==> config.mk <==
export PLATFORM = sky130hd
export DESIGN_NAME = csv_field_tokenizer_flat
export DESIGN_NICKNAME = d
export VERILOG_FILES = /design/src/sv/cft_pkg.sv /design/src/sv/cft_in_if.sv /design/src/sv/cft_out_if.sv /design/src/sv/cft_cfg.sv /design/src/sv/cft_front.sv /design/src/sv/cft_queue.sv /design/src/sv/cft_back.sv /design/src/sv/csv_field_tokenizer.sv /design/src/flat_wrapper.sv
export VERILOG_INCLUDE_DIRS = /design/src /design/src/sv
export SDC_FILE = /design/constraint.sdc
export NUM_CORES = 1
export LEC_CHECK = 0
export ABC_CLOCK_PERIOD_IN_PS = 6100
export BUFFER_PORTS_ARGS = -buffer_cell sky130_fd_sc_hd__clkbuf_2
export CAP_MARGIN = 20
export CORE_AREA = 2 2 110 112
export DETAILED_ROUTE_END_ITERATION = 12
export DIE_AREA = 0 0 112 114
export PLACE_DENSITY = 0.73
export SYNTH_ARGS = -nofsm -noshare
export SYNTH_HDL_FRONTEND = slang
export SYNTH_SLANG_ARGS = --single-unit
==> constraint.sdc <==
create_clock -name clk -period 6.1 [get_ports clk]
set_input_delay 0.61 -clock clk [delete_from_list [all_inputs] [get_ports clk]]
set_output_delay 0.61 -clock clk [all_outputs]
set_load 0.01 [all_outputs]
==> src/sv/assert_macros.svh <==
`ifndef ASSERT_MACROS_SVH
`define ASSERT_MACROS_SVH
// ----------------------------------------------------------------------------
// assert_macros: shared concurrent assertion forms
// Checks are sampled on clk and disabled while rst_n is low.
// ----------------------------------------------------------------------------

// Same-cycle implication.
`define CFT_ASSERT_IMPL(lbl, ante, cons) \
  lbl: assert property (@(posedge clk) disable iff (!rst_n) (ante) |-> (cons)) \
    else $error("cft assertion failed");

// Next-cycle implication.
`define CFT_ASSERT_NEXT(lbl, ante, cons) \
  lbl: assert property (@(posedge clk) disable iff (!rst_n) (ante) |=> (cons)) \
    else $error("cft assertion failed");

`endif

==> src/sv/cft_pkg.sv <==
// ----------------------------------------------------------------------------
// cft_pkg: CSV field tokenizer shared types
// Action and result codes, the result record and the queued bundle.
// ----------------------------------------------------------------------------
`default_nettype none

package cft_pkg;

  typedef enum logic [1:0] {
    ACT_BYTE = 2'd0,
    ACT_EOL  = 2'd1,
    ACT_EOS  = 2'd2,
    ACT_NONE = 2'd3
  } action_t;

  typedef enum logic [1:0] {
    KIND_BYTE       = 2'd0,
    KIND_FIELD_END  = 2'd1,
    KIND_RECORD_END = 2'd2,
    KIND_EMPTY_LINE = 2'd3
  } kind_t;

  typedef struct packed {
    kind_t      kind;
    logic [7:0] ch;
  } result_t;

  // One or two results caused by one input word.
  typedef struct packed {
    logic    two;
    result_t r0;
    result_t r1;
  } bundle_t;

  localparam logic [7:0] LINE_FEED   = 8'h0A;
  localparam logic [1:0] KEEP_COLUMN = 2'd3;
  localparam logic [1:0] COLUMN_MAX  = 2'd3;
  localparam logic [7:0] SEP_RESET   = 8'd44;
  localparam logic [7:0] QUOTE_RESET = 8'd34;

  localparam int unsigned ADDR_W = 3;
  localparam logic REG_SEPARATOR = 1'b0;
  localparam logic REG_QUOTE     = 1'b1;

endpackage

`default_nettype wire

==> src/sv/cft_in_if.sv <==
// ----------------------------------------------------------------------------
// cft_in_if: text input channel
// Valid/ready channel carrying an action code and a text byte.
// ----------------------------------------------------------------------------
`default_nettype none

interface cft_in_if;
  logic       valid;
  logic       ready;
  logic [1:0] action;
  logic [7:0] char_in;

  modport source (output valid, output action, output char_in, input ready);
  modport sink (input valid, input action, input char_in, output ready);
endinterface

`default_nettype wire

==> src/sv/cft_out_if.sv <==
// ----------------------------------------------------------------------------
// cft_out_if: token output channel
// Valid/ready channel carrying a token kind, a field byte and a last flag.
// ----------------------------------------------------------------------------
`default_nettype none

interface cft_out_if;
  logic       valid;
  logic       ready;
  logic [1:0] kind;
  logic [7:0] char_out;
  logic       last;

  modport source (output valid, output kind, output char_out, output last, input ready);
  modport sink (input valid, input kind, input char_out, input last, output ready);
endinterface

`default_nettype wire

==> src/sv/cft_cfg.sv <==
// ----------------------------------------------------------------------------
// cft_cfg: configuration registers
// APB-style write and read of the separator and quote characters.
// ----------------------------------------------------------------------------
`default_nettype none

module cft_cfg
  import cft_pkg::*;
(
  input  wire logic              clk,
  input  wire logic              rst_n,
  input  wire logic              psel,
  input  wire logic              penable,
  input  wire logic              pwrite,
  input  wire logic [ADDR_W-1:0] paddr,
  input  wire logic [31:0]       pwdata,
  output logic      [31:0]       prdata,
  output logic                   pready,
  output logic      [7:0]        sep_char,
  output logic      [7:0]        quote_char
);

  logic [7:0] sep_r;
  logic [7:0] quote_r;
  logic       wr_en;
  logic       reg_sel;

  assign pready  = 1'b1;
  assign wr_en   = psel && penable && pwrite && pready;
  assign reg_sel = paddr[2];

  always_ff @(posedge clk) begin
    if (!rst_n) begin
      sep_r   <= SEP_RESET;
      quote_r <= QUOTE_RESET;
    end else if (wr_en) begin
      if (reg_sel == REG_SEPARATOR) begin
        sep_r <= pwdata[7:0];
      end else begin
        quote_r <= pwdata[7:0];
      end
    end
  end

  assign prdata     = (reg_sel == REG_QUOTE) ? {24'd0, quote_r} : {24'd0, sep_r};
  assign sep_char   = sep_r;
  assign quote_char = quote_r;

endmodule

`default_nettype wire

==> src/sv/cft_front.sv <==
// ----------------------------------------------------------------------------
// cft_front: tokenizer front end
// Accepts input words, tracks quote and line state, and packs the one or
// two resulting tokens into a bundle for the queue.
// ----------------------------------------------------------------------------
`default_nettype none

module cft_front
  import cft_pkg::*;
(
  input  wire logic       clk,
  input  wire logic       rst_n,
  cft_in_if.sink          in_word,
  input  wire logic [7:0] sep_char,
  input  wire logic [7:0] quote_char,
  input  wire logic       q_full,
  output logic            push,
  output bundle_t         push_data
);

  logic       in_quotes_r,   in_quotes_nxt;
  logic       pend_r,        pend_nxt;
  logic       keepable_r,    keepable_nxt;
  logic [1:0] column_r,      column_nxt;
  logic [7:0] prev_byte_r,   prev_byte_nxt;
  logic       rec_started_r, rec_started_nxt;

  logic       accept;
  action_t    act;
  logic [7:0] c;
  logic       iq;
  logic       done;
  logic       pend_emit;
  result_t    pend_res;
  logic [1:0] main_n;
  result_t    m0;
  result_t    m1;

  assign in_word.ready = !q_full;
  assign accept        = in_word.valid && in_word.ready;
  assign act           = action_t'(in_word.action);
  assign c             = in_word.char_in;

  always_comb begin
    in_quotes_nxt   = in_quotes_r;
    pend_nxt        = pend_r;
    keepable_nxt    = keepable_r;
    column_nxt      = column_r;
    prev_byte_nxt   = prev_byte_r;
    rec_started_nxt = rec_started_r;
    iq              = in_quotes_r;
    done            = 1'b0;
    pend_emit       = 1'b0;
    pend_res        = '{kind: KIND_BYTE, ch: quote_char};
    main_n          = 2'd0;
    m0              = '{kind: KIND_BYTE, ch: 8'd0};
    m1              = '{kind: KIND_BYTE, ch: 8'd0};

    if (act != ACT_NONE) begin
      // resolve a held quote
      if (pend_r) begin
        pend_nxt     = 1'b0;
        keepable_nxt = 1'b0;
        if (act == ACT_BYTE && c == quote_char && in_quotes_r) begin
          pend_emit       = 1'b1;
          prev_byte_nxt   = c;
          column_nxt      = (column_r == COLUMN_MAX) ? COLUMN_MAX : column_r + 2'd1;
          rec_started_nxt = 1'b1;
          done            = 1'b1;
        end else begin
          iq = !in_quotes_r;
          if (act == ACT_BYTE && keepable_r && c != sep_char) begin
            pend_emit = 1'b1;
          end
        end
      end

      if (!done) begin
        in_quotes_nxt = iq;
        case (act)
          ACT_BYTE: begin
            if (c == quote_char) begin
              keepable_nxt = (column_r >= KEEP_COLUMN) && (prev_byte_r != sep_char);
              pend_nxt     = 1'b1;
            end else if (c == sep_char && !iq) begin
              main_n = 2'd1;
              m0     = '{kind: KIND_FIELD_END, ch: 8'd0};
            end else begin
              main_n = 2'd1;
              m0     = '{kind: KIND_BYTE, ch: c};
            end
            prev_byte_nxt   = c;
            column_nxt      = (column_r == COLUMN_MAX) ? COLUMN_MAX : column_r + 2'd1;
            rec_started_nxt = 1'b1;
          end
          ACT_EOL: begin
            main_n = 2'd1;
            if (iq) begin
              m0 = '{kind: KIND_BYTE, ch: LINE_FEED};
            end else begin
              m0 = '{kind: rec_started_r ? KIND_RECORD_END : KIND_EMPTY_LINE, ch: 8'd0};
              rec_started_nxt = 1'b0;
            end
            column_nxt    = 2'd0;
            prev_byte_nxt = 8'd0;
          end
          ACT_EOS: begin
            if (iq) begin
              if (column_r != 2'd0) begin
                main_n = 2'd2;
                m0     = '{kind: KIND_BYTE, ch: LINE_FEED};
                m1     = '{kind: KIND_RECORD_END, ch: 8'd0};
              end else begin
                main_n = 2'd1;
                m0     = '{kind: KIND_RECORD_END, ch: 8'd0};
              end
            end else if (rec_started_r) begin
              main_n = 2'd1;
              m0     = '{kind: KIND_RECORD_END, ch: 8'd0};
            end
            in_quotes_nxt   = 1'b0;
            pend_nxt        = 1'b0;
            keepable_nxt    = 1'b0;
            column_nxt      = 2'd0;
            prev_byte_nxt   = 8'd0;
            rec_started_nxt = 1'b0;
          end
          default: begin
          end
        endcase
      end
    end
  end

  always_comb begin
    if (pend_emit) begin
      push_data.two = (main_n != 2'd0);
      push_data.r0  = pend_res;
      push_data.r1  = m0;
    end else begin
      push_data.two = (main_n == 2'd2);
      push_data.r0  = m0;
      push_data.r1  = m1;
    end
  end

  assign push = accept && (pend_emit || main_n != 2'd0);

  always_ff @(posedge clk) begin
    if (!rst_n) begin
      in_quotes_r   <= 1'b0;
      pend_r        <= 1'b0;
      keepable_r    <= 1'b0;
      column_r      <= 2'd0;
      prev_byte_r   <= 8'd0;
      rec_started_r <= 1'b0;
    end else if (accept) begin
      in_quotes_r   <= in_quotes_nxt;
      pend_r        <= pend_nxt;
      keepable_r    <= keepable_nxt;
      column_r      <= column_nxt;
      prev_byte_r   <= prev_byte_nxt;
      rec_started_r <= rec_started_nxt;
    end
  end

endmodule

`default_nettype wire

==> src/sv/cft_queue.sv <==
// ----------------------------------------------------------------------------
// cft_queue: token bundle queue
// Small FIFO of token bundles between the front and back ends.
// ----------------------------------------------------------------------------
`default_nettype none
`include "assert_macros.svh"

module cft_queue
  import cft_pkg::*;
#(
  parameter int unsigned DEPTH = 4
) (
  input  wire logic    clk,
  input  wire logic    rst_n,
  input  wire logic    push,
  input  wire bundle_t push_data,
  output logic         full,
  input  wire logic    pop,
  output bundle_t      head,
  output logic         empty
);

  localparam int unsigned PTR_W = (DEPTH > 1) ? $clog2(DEPTH) : 1;
  localparam int unsigned CNT_W = $clog2(DEPTH + 1);

  bundle_t            mem_r [DEPTH];
  logic [PTR_W-1:0]   wr_ptr_r;
  logic [PTR_W-1:0]   rd_ptr_r;
  logic [CNT_W-1:0]   cnt_r;

  assign full  = (cnt_r == CNT_W'(DEPTH));
  assign empty = (cnt_r == '0);
  assign head  = mem_r[rd_ptr_r];

  always_ff @(posedge clk) begin
    if (push) begin
      mem_r[wr_ptr_r] <= push_data;
    end
  end

  always_ff @(posedge clk) begin
    if (!rst_n) begin
      wr_ptr_r <= '0;
      rd_ptr_r <= '0;
      cnt_r    <= '0;
    end else begin
      if (push) begin
        wr_ptr_r <= (wr_ptr_r == PTR_W'(DEPTH - 1)) ? '0 : wr_ptr_r + 1'b1;
      end
      if (pop) begin
        rd_ptr_r <= (rd_ptr_r == PTR_W'(DEPTH - 1)) ? '0 : rd_ptr_r + 1'b1;
      end
      if (push && !pop) begin
        cnt_r <= cnt_r + 1'b1;
      end else if (pop && !push) begin
        cnt_r <= cnt_r - 1'b1;
      end
    end
  end

  `CFT_ASSERT_IMPL(a_push_not_full, push, !full)
  `CFT_ASSERT_IMPL(a_pop_not_empty, pop, !empty)
  `CFT_ASSERT_NEXT(a_push_fills, push && !pop, !empty)

endmodule

`default_nettype wire

==> src/sv/cft_back.sv <==
// ----------------------------------------------------------------------------
// cft_back: tokenizer back end
// Drains bundles from the queue and sends their tokens one per word
// through the output register, marking the last token of each bundle.
// ----------------------------------------------------------------------------
`default_nettype none
`include "assert_macros.svh"

module cft_back
  import cft_pkg::*;
(
  input  wire logic    clk,
  input  wire logic    rst_n,
  input  wire bundle_t head,
  input  wire logic    empty,
  output logic         pop,
  cft_out_if.source    out_word
);

  logic    out_valid_r;
  result_t res_r;
  logic    last_r;
  logic    sub_r;

  logic    load;
  logic    take;
  logic    fin;
  result_t sel;

  assign load = !out_valid_r || out_word.ready;
  assign take = load && !empty;
  assign sel  = sub_r ? head.r1 : head.r0;
  assign fin  = !head.two || sub_r;
  assign pop  = take && fin;

  always_ff @(posedge clk) begin
    if (!rst_n) begin
      out_valid_r <= 1'b0;
      sub_r       <= 1'b0;
    end else if (take) begin
      out_valid_r <= 1'b1;
      sub_r       <= !fin;
    end else if (load) begin
      out_valid_r <= 1'b0;
    end
  end

  always_ff @(posedge clk) begin
    if (take) begin
      res_r  <= sel;
      last_r <= fin;
    end
  end

  assign out_word.valid    = out_valid_r;
  assign out_word.kind     = res_r.kind;
  assign out_word.char_out = res_r.ch;
  assign out_word.last     = last_r;

  `CFT_ASSERT_IMPL(a_sub_has_head, sub_r, !empty)
  `CFT_ASSERT_IMPL(a_sub_two, sub_r, head.two)

endmodule

`default_nettype wire

==> src/sv/csv_field_tokenizer.sv <==
// ----------------------------------------------------------------------------
// csv_field_tokenizer: CSV stream to field and record tokens
// Input words carry a text byte, an end of line or an end of stream; output
// words carry field bytes, field ends, record ends and empty-line reports.
// The separator and quote bytes are set through the APB-style port.
//
// in_word:  valid/ready; action and char_in, taken when valid and ready.
// out_word: valid/ready; kind, char_out and last, last set on the final
//           token caused by one input word.
// With the queue empty, the first token of an accepted input word is written
// into the queue, then loaded into the output register and shown on out_word.
// Input is taken at one word per cycle while the queue has room; output runs
// at one token per cycle while the receiver is ready, so a word giving two
// tokens takes two output words and the bundle queue absorbs the difference.
// A quote byte produces its token only when the following word arrives.
// A stalled out_word holds its token; the queue fills and then in_word.ready
// drops until the receiver takes words again.
// Reset (rst_n low, synchronous) clears quote and line state, empties the
// queue and restores comma and double quote as separator and quote.
// ----------------------------------------------------------------------------
`default_nettype none

module csv_field_tokenizer
  import cft_pkg::*;
#(
  parameter int unsigned QUEUE_DEPTH = 4
) (
  input  wire logic              clk,
  input  wire logic              rst_n,
  cft_in_if.sink                 in_word,
  cft_out_if.source              out_word,
  input  wire logic              psel,
  input  wire logic              penable,
  input  wire logic              pwrite,
  input  wire logic [ADDR_W-1:0] paddr,
  input  wire logic [31:0]       pwdata,
  output logic      [31:0]       prdata,
  output logic                   pready
);

  logic [7:0] sep_char;
  logic [7:0] quote_char;
  logic       q_full;
  logic       q_empty;
  logic       push;
  logic       pop;
  bundle_t    push_data;
  bundle_t    head;

  cft_cfg u_cfg (
    .clk        (clk),
    .rst_n      (rst_n),
    .psel       (psel),
    .penable    (penable),
    .pwrite     (pwrite),
    .paddr      (paddr),
    .pwdata     (pwdata),
    .prdata     (prdata),
    .pready     (pready),
    .sep_char   (sep_char),
    .quote_char (quote_char)
  );

  cft_front u_front (
    .clk        (clk),
    .rst_n      (rst_n),
    .in_word    (in_word),
    .sep_char   (sep_char),
    .quote_char (quote_char),
    .q_full     (q_full),
    .push       (push),
    .push_data  (push_data)
  );

  cft_queue #(
    .DEPTH (QUEUE_DEPTH)
  ) u_queue (
    .clk       (clk),
    .rst_n     (rst_n),
    .push      (push),
    .push_data (push_data),
    .full      (q_full),
    .pop       (pop),
    .head      (head),
    .empty     (q_empty)
  );

  cft_back u_back (
    .clk      (clk),
    .rst_n    (rst_n),
    .head     (head),
    .empty    (q_empty),
    .pop      (pop),
    .out_word (out_word)
  );

endmodule

`default_nettype wire

==> src/flat_wrapper.sv <==
// flat-port wrapper written by rule: the top's interface ports become plain ports
module csv_field_tokenizer_flat import cft_pkg::*;
#(
  parameter int unsigned QUEUE_DEPTH = 4
)
  (clk, rst_n, psel, penable, pwrite, paddr, pwdata, prdata, pready, in_word_valid, in_word_action, in_word_char_in, in_word_ready, out_word_valid, out_word_kind, out_word_char_out, out_word_last, out_word_ready);
  cft_in_if in_word_i ();
  cft_out_if out_word_i ();
  input  wire logic clk;
  input  wire logic rst_n;
  input  wire logic psel;
  input  wire logic penable;
  input  wire logic pwrite;
  input  wire logic [ADDR_W-1:0] paddr;
  input  wire logic [31:0] pwdata;
  output logic      [31:0] prdata;
  output logic pready;
  input wire logic [$bits(in_word_i.valid)-1:0] in_word_valid;
  input wire logic [$bits(in_word_i.action)-1:0] in_word_action;
  input wire logic [$bits(in_word_i.char_in)-1:0] in_word_char_in;
  output wire logic [$bits(in_word_i.ready)-1:0] in_word_ready;
  output wire logic [$bits(out_word_i.valid)-1:0] out_word_valid;
  output wire logic [$bits(out_word_i.kind)-1:0] out_word_kind;
  output wire logic [$bits(out_word_i.char_out)-1:0] out_word_char_out;
  output wire logic [$bits(out_word_i.last)-1:0] out_word_last;
  input wire logic [$bits(out_word_i.ready)-1:0] out_word_ready;
  assign in_word_i.valid = in_word_valid;
  assign in_word_i.action = in_word_action;
  assign in_word_i.char_in = in_word_char_in;
  assign in_word_ready = in_word_i.ready;
  assign out_word_valid = out_word_i.valid;
  assign out_word_kind = out_word_i.kind;
  assign out_word_char_out = out_word_i.char_out;
  assign out_word_last = out_word_i.last;
  assign out_word_i.ready = out_word_ready;
  csv_field_tokenizer #(.QUEUE_DEPTH(QUEUE_DEPTH)) u_core (.clk(clk), .rst_n(rst_n), .in_word(in_word_i), .out_word(out_word_i), .psel(psel), .penable(penable), .pwrite(pwrite), .paddr(paddr), .pwdata(pwdata), .prdata(prdata), .pready(pready));
endmodule
==> run metrics <==
Synthesis Warnings=0; Core ar.=0.0117 sq mm; fin. max-slew vios=0; worst hold-check path type=primary input to flip-flop; vias=roughly 3.7k; pwr dens=373 mW/mm^2; Synth async-reset ratio=0; clk root buf=clkbuf_16; Max clock buf depth=2; CP most frequent cell=inv_1; leakage=0.00264 uW; total power=roughly 2600 uW; Inserted Diodes=0; setup violators final=0; Peak VDD IR=0.205 mV; worst slew pin tran=1080 ps; Max Clock Skew=10.7 ps; f_max=0.328 GHz; crit path DAT=3370 ps; dpl ws=around 2600 ps; TritonCTS Buffers=17; Antenna Nets Post-Route=0; status=completed; largest net degree at the start of global routing=42; Synth Flop Type=edfxtp_1; Crit-path slowest cell=dfxtp_1; hpwl dp=between 7000 and 8000 um; Area Growth Syn to Fin=14.3%; clk_lat worst skew=roughly 400 ps; Syn Std Cell Area=0.00618 sq mm; htree depth=4; DIE WIDTH=112 um; Worst Path Max Fanout=21; commonest non-fill, non-tap cell in the layout=edfxtp_1; TritonCTS clock tree=done; Yosys top cell area share=0.462; Slew headroom=0.279; initial antenna violation count=0; full die area=~0.013 sq mm; setup_tns=0 ps; Via-to-Cell Ratio=~5.4; layout cells sized above 1=0.232; sequential share of the synthesized area=0.594; RSZ-0062 raised after global routing=no; Post-route DRC=0; CTS Sinks=between 100 and 150; Worst Path Required=approximately 6400 ps; cts hold-fix bufs=0; Hold Vio Cnt, Final=0; DR iter-0 viols=221; starting density of the core=0.528; leading area contributor after synthesis=edfxtp_1; Startpoint Class=flip-flop; Post-CTS Resized=0; Yosys cell types=just under 50; syn avg cell area=13.3 sq um; Setup WS post-layout=3050 ps; crit path kind=flip-flop to flip-flop; GR Overflow Total=0; # port buffers=46; post-layout util=0.603; Final nets=approximately 580; Mapped Cells=463; Worst setup EP type=flip-flop; Max-cap violations=0; Worst Hold Slack=448 ps; wire per inst=17.2 um; delay-heaviest family, CP=flip-flops; drt pass-1 iters=5; WP buf/inv=2; most frequent cells in the layout=edfxtp_1, nand2_1, clkbuf_2, dfxtp_1, conb_1; min Tclk post-route=3050 ps; Placer Congestion=0.877; GR Util All Layers=0.190; post-CTS setup buffer count=0; clk slew on worst S/H paths=roughly 50 ps; global-route wire length before repair=18500 um; # rows=40; number of global-route vias before repair=3629; Synth area leaders=edfxtp_1, dfxtp_1, mux4_2; Seq cells post-synth=136; DIE HEIGHT=114 um; Period Utilization, post-route=0.500; max incr delay on CP=between 900 and 1000 ps; EDFF count, synth=95; final WL=about 12000 um; cell chain of the critical path=mux4_2, nand2b_1, and2_1, inv_1, ha_1, inv_1, fa_1, xor2_1, or3_1, a21boi_0; filler instances=920; IO Count=98
[per-stage QoR]
stage          cell area, sq um  instances
2_1_floorplan              6280        490
3_3_place_gp               6450        642
3_5_place_dp               6450        642
4_1_cts                    7000        674
5_1_grt                    7070        677
6_report                   7070        677
[synth_stat cells, types with 4 or more instances]
| cell type | n |
|---|---|
| edfxtp_1 | 95 |
| nand2_1 | 57 |
| dfxtp_1 | 41 |
| buf_4 | 25 |
| xor2_1 | 25 |
| a21boi_0 | 23 |
| mux4_2 | 21 |
| mux2_2 | 18 |
| nand3_1 | 17 |
| clkbuf_1 | 15 |
| nor2_1 | 13 |
| and2_1 | 12 |
| inv_1 | 9 |
| o21ai_0 | 8 |
| and3_1 | 7 |
| mux2i_1 | 7 |
| a22o_1 | 6 |
| ha_1 | 6 |
| nor2b_1 | 6 |
| a21oi_1 | 5 |
| nand2b_1 | 5 |
| nor4_1 | 4 |
[worst register-to-register path, stage by stage, from the launching register on]
cell and delay [ps]:
dfxtp_1 960, mux4_2 390, nand2b_1 80, and2_1 210
inv_1 70, ha_1 170, inv_1 60, fa_1 370
xor2_1 160, or3_1 310, a21boi_0 170
[final timing paths]
check | startpoint | endpoint | slack (ps) | cells after the start
setup / recovery | flip-flop | u_core.u_queue.cnt_r[2]$_SDFFE_PN0P_ | 3050 | 10
hold / removal | pwdata[5] | u_core.u_cfg.quote_char[5]$_SDFFE_PN1P_ | 450 | 3
setup reg to reg | flip-flop | u_core.u_queue.cnt_r[2]$_SDFFE_PN0P_ | 3050 | 10
hold reg to reg | u_core.u_front.prev_byte_r[1]$_SDFFE_PN0P_ | u_core.u_front.prev_byte_r[1]$_SDFFE_PN0P_ | 480 | 2
[final cells by class]
type | instances | area (sq um) | area share
Multi-Input combinational cell | 302 | 2310 | 0.327
Sequential cell | 136 | 3670 | 0.520
Tap cell | 147 | 184 | 0.0260
Inverter | 9 | 33.8 | 0.00478
Timing Repair Buffer | 51 | 308 | 0.0436
Clock buffer | 21 | 450 | 0.0637
Clock inverter | 11 | 108 | 0.0152
[cells by family after synthesis]
family,count (synthesis),share of synthesized area
DFF,136,0.594
and+or+nand+nor,134,0.113
AOI/OAI and AO/OA,59,0.0686
buffers and inverters,52,0.0484
muxes,46,0.121
xor gates and xnor gates,27,0.0383
adders and majority gates,7,0.0154
other,2,0.00122
[sequential cells by signal, summed over array words and instances (netlist names), 2 cells and up, named ones only]
| signal | cells |
|---|---|
| u_core.u_queue.wr_ptr_r | 2 |
| u_core.u_queue.mem_r | 84 |
| u_core.u_cfg.quote_char | 8 |
| u_core.u_front.column_r | 2 |
| u_core.u_queue.rd_ptr_r | 2 |
| u_core.u_cfg.sep_char | 8 |
| u_core.u_back.out_word.kind | 2 |
| u_core.u_back.out_word.char_out | 8 |
| u_core.u_front.prev_byte_r | 8 |
| u_core.u_queue.cnt_r | 3 |
[routing by layer]
metal,vias to the layer above,track usage,routed length [um]
met5,-,0,0
met4,0,0.0650,89
met3,6,0.0499,477
met2,107,0.328,6070
met1,1807,0.235,5020
li1,1765,-,-
[where the power goes]
| part | switching, uW | internal, uW |
|---|---|---|
| logic | 252 | 255 |
| clock network | 353 | 605 |
| registers | 62.5 | 1110 |
| total | 667 | 1970 |
Power figures use the tool's default switching activity.
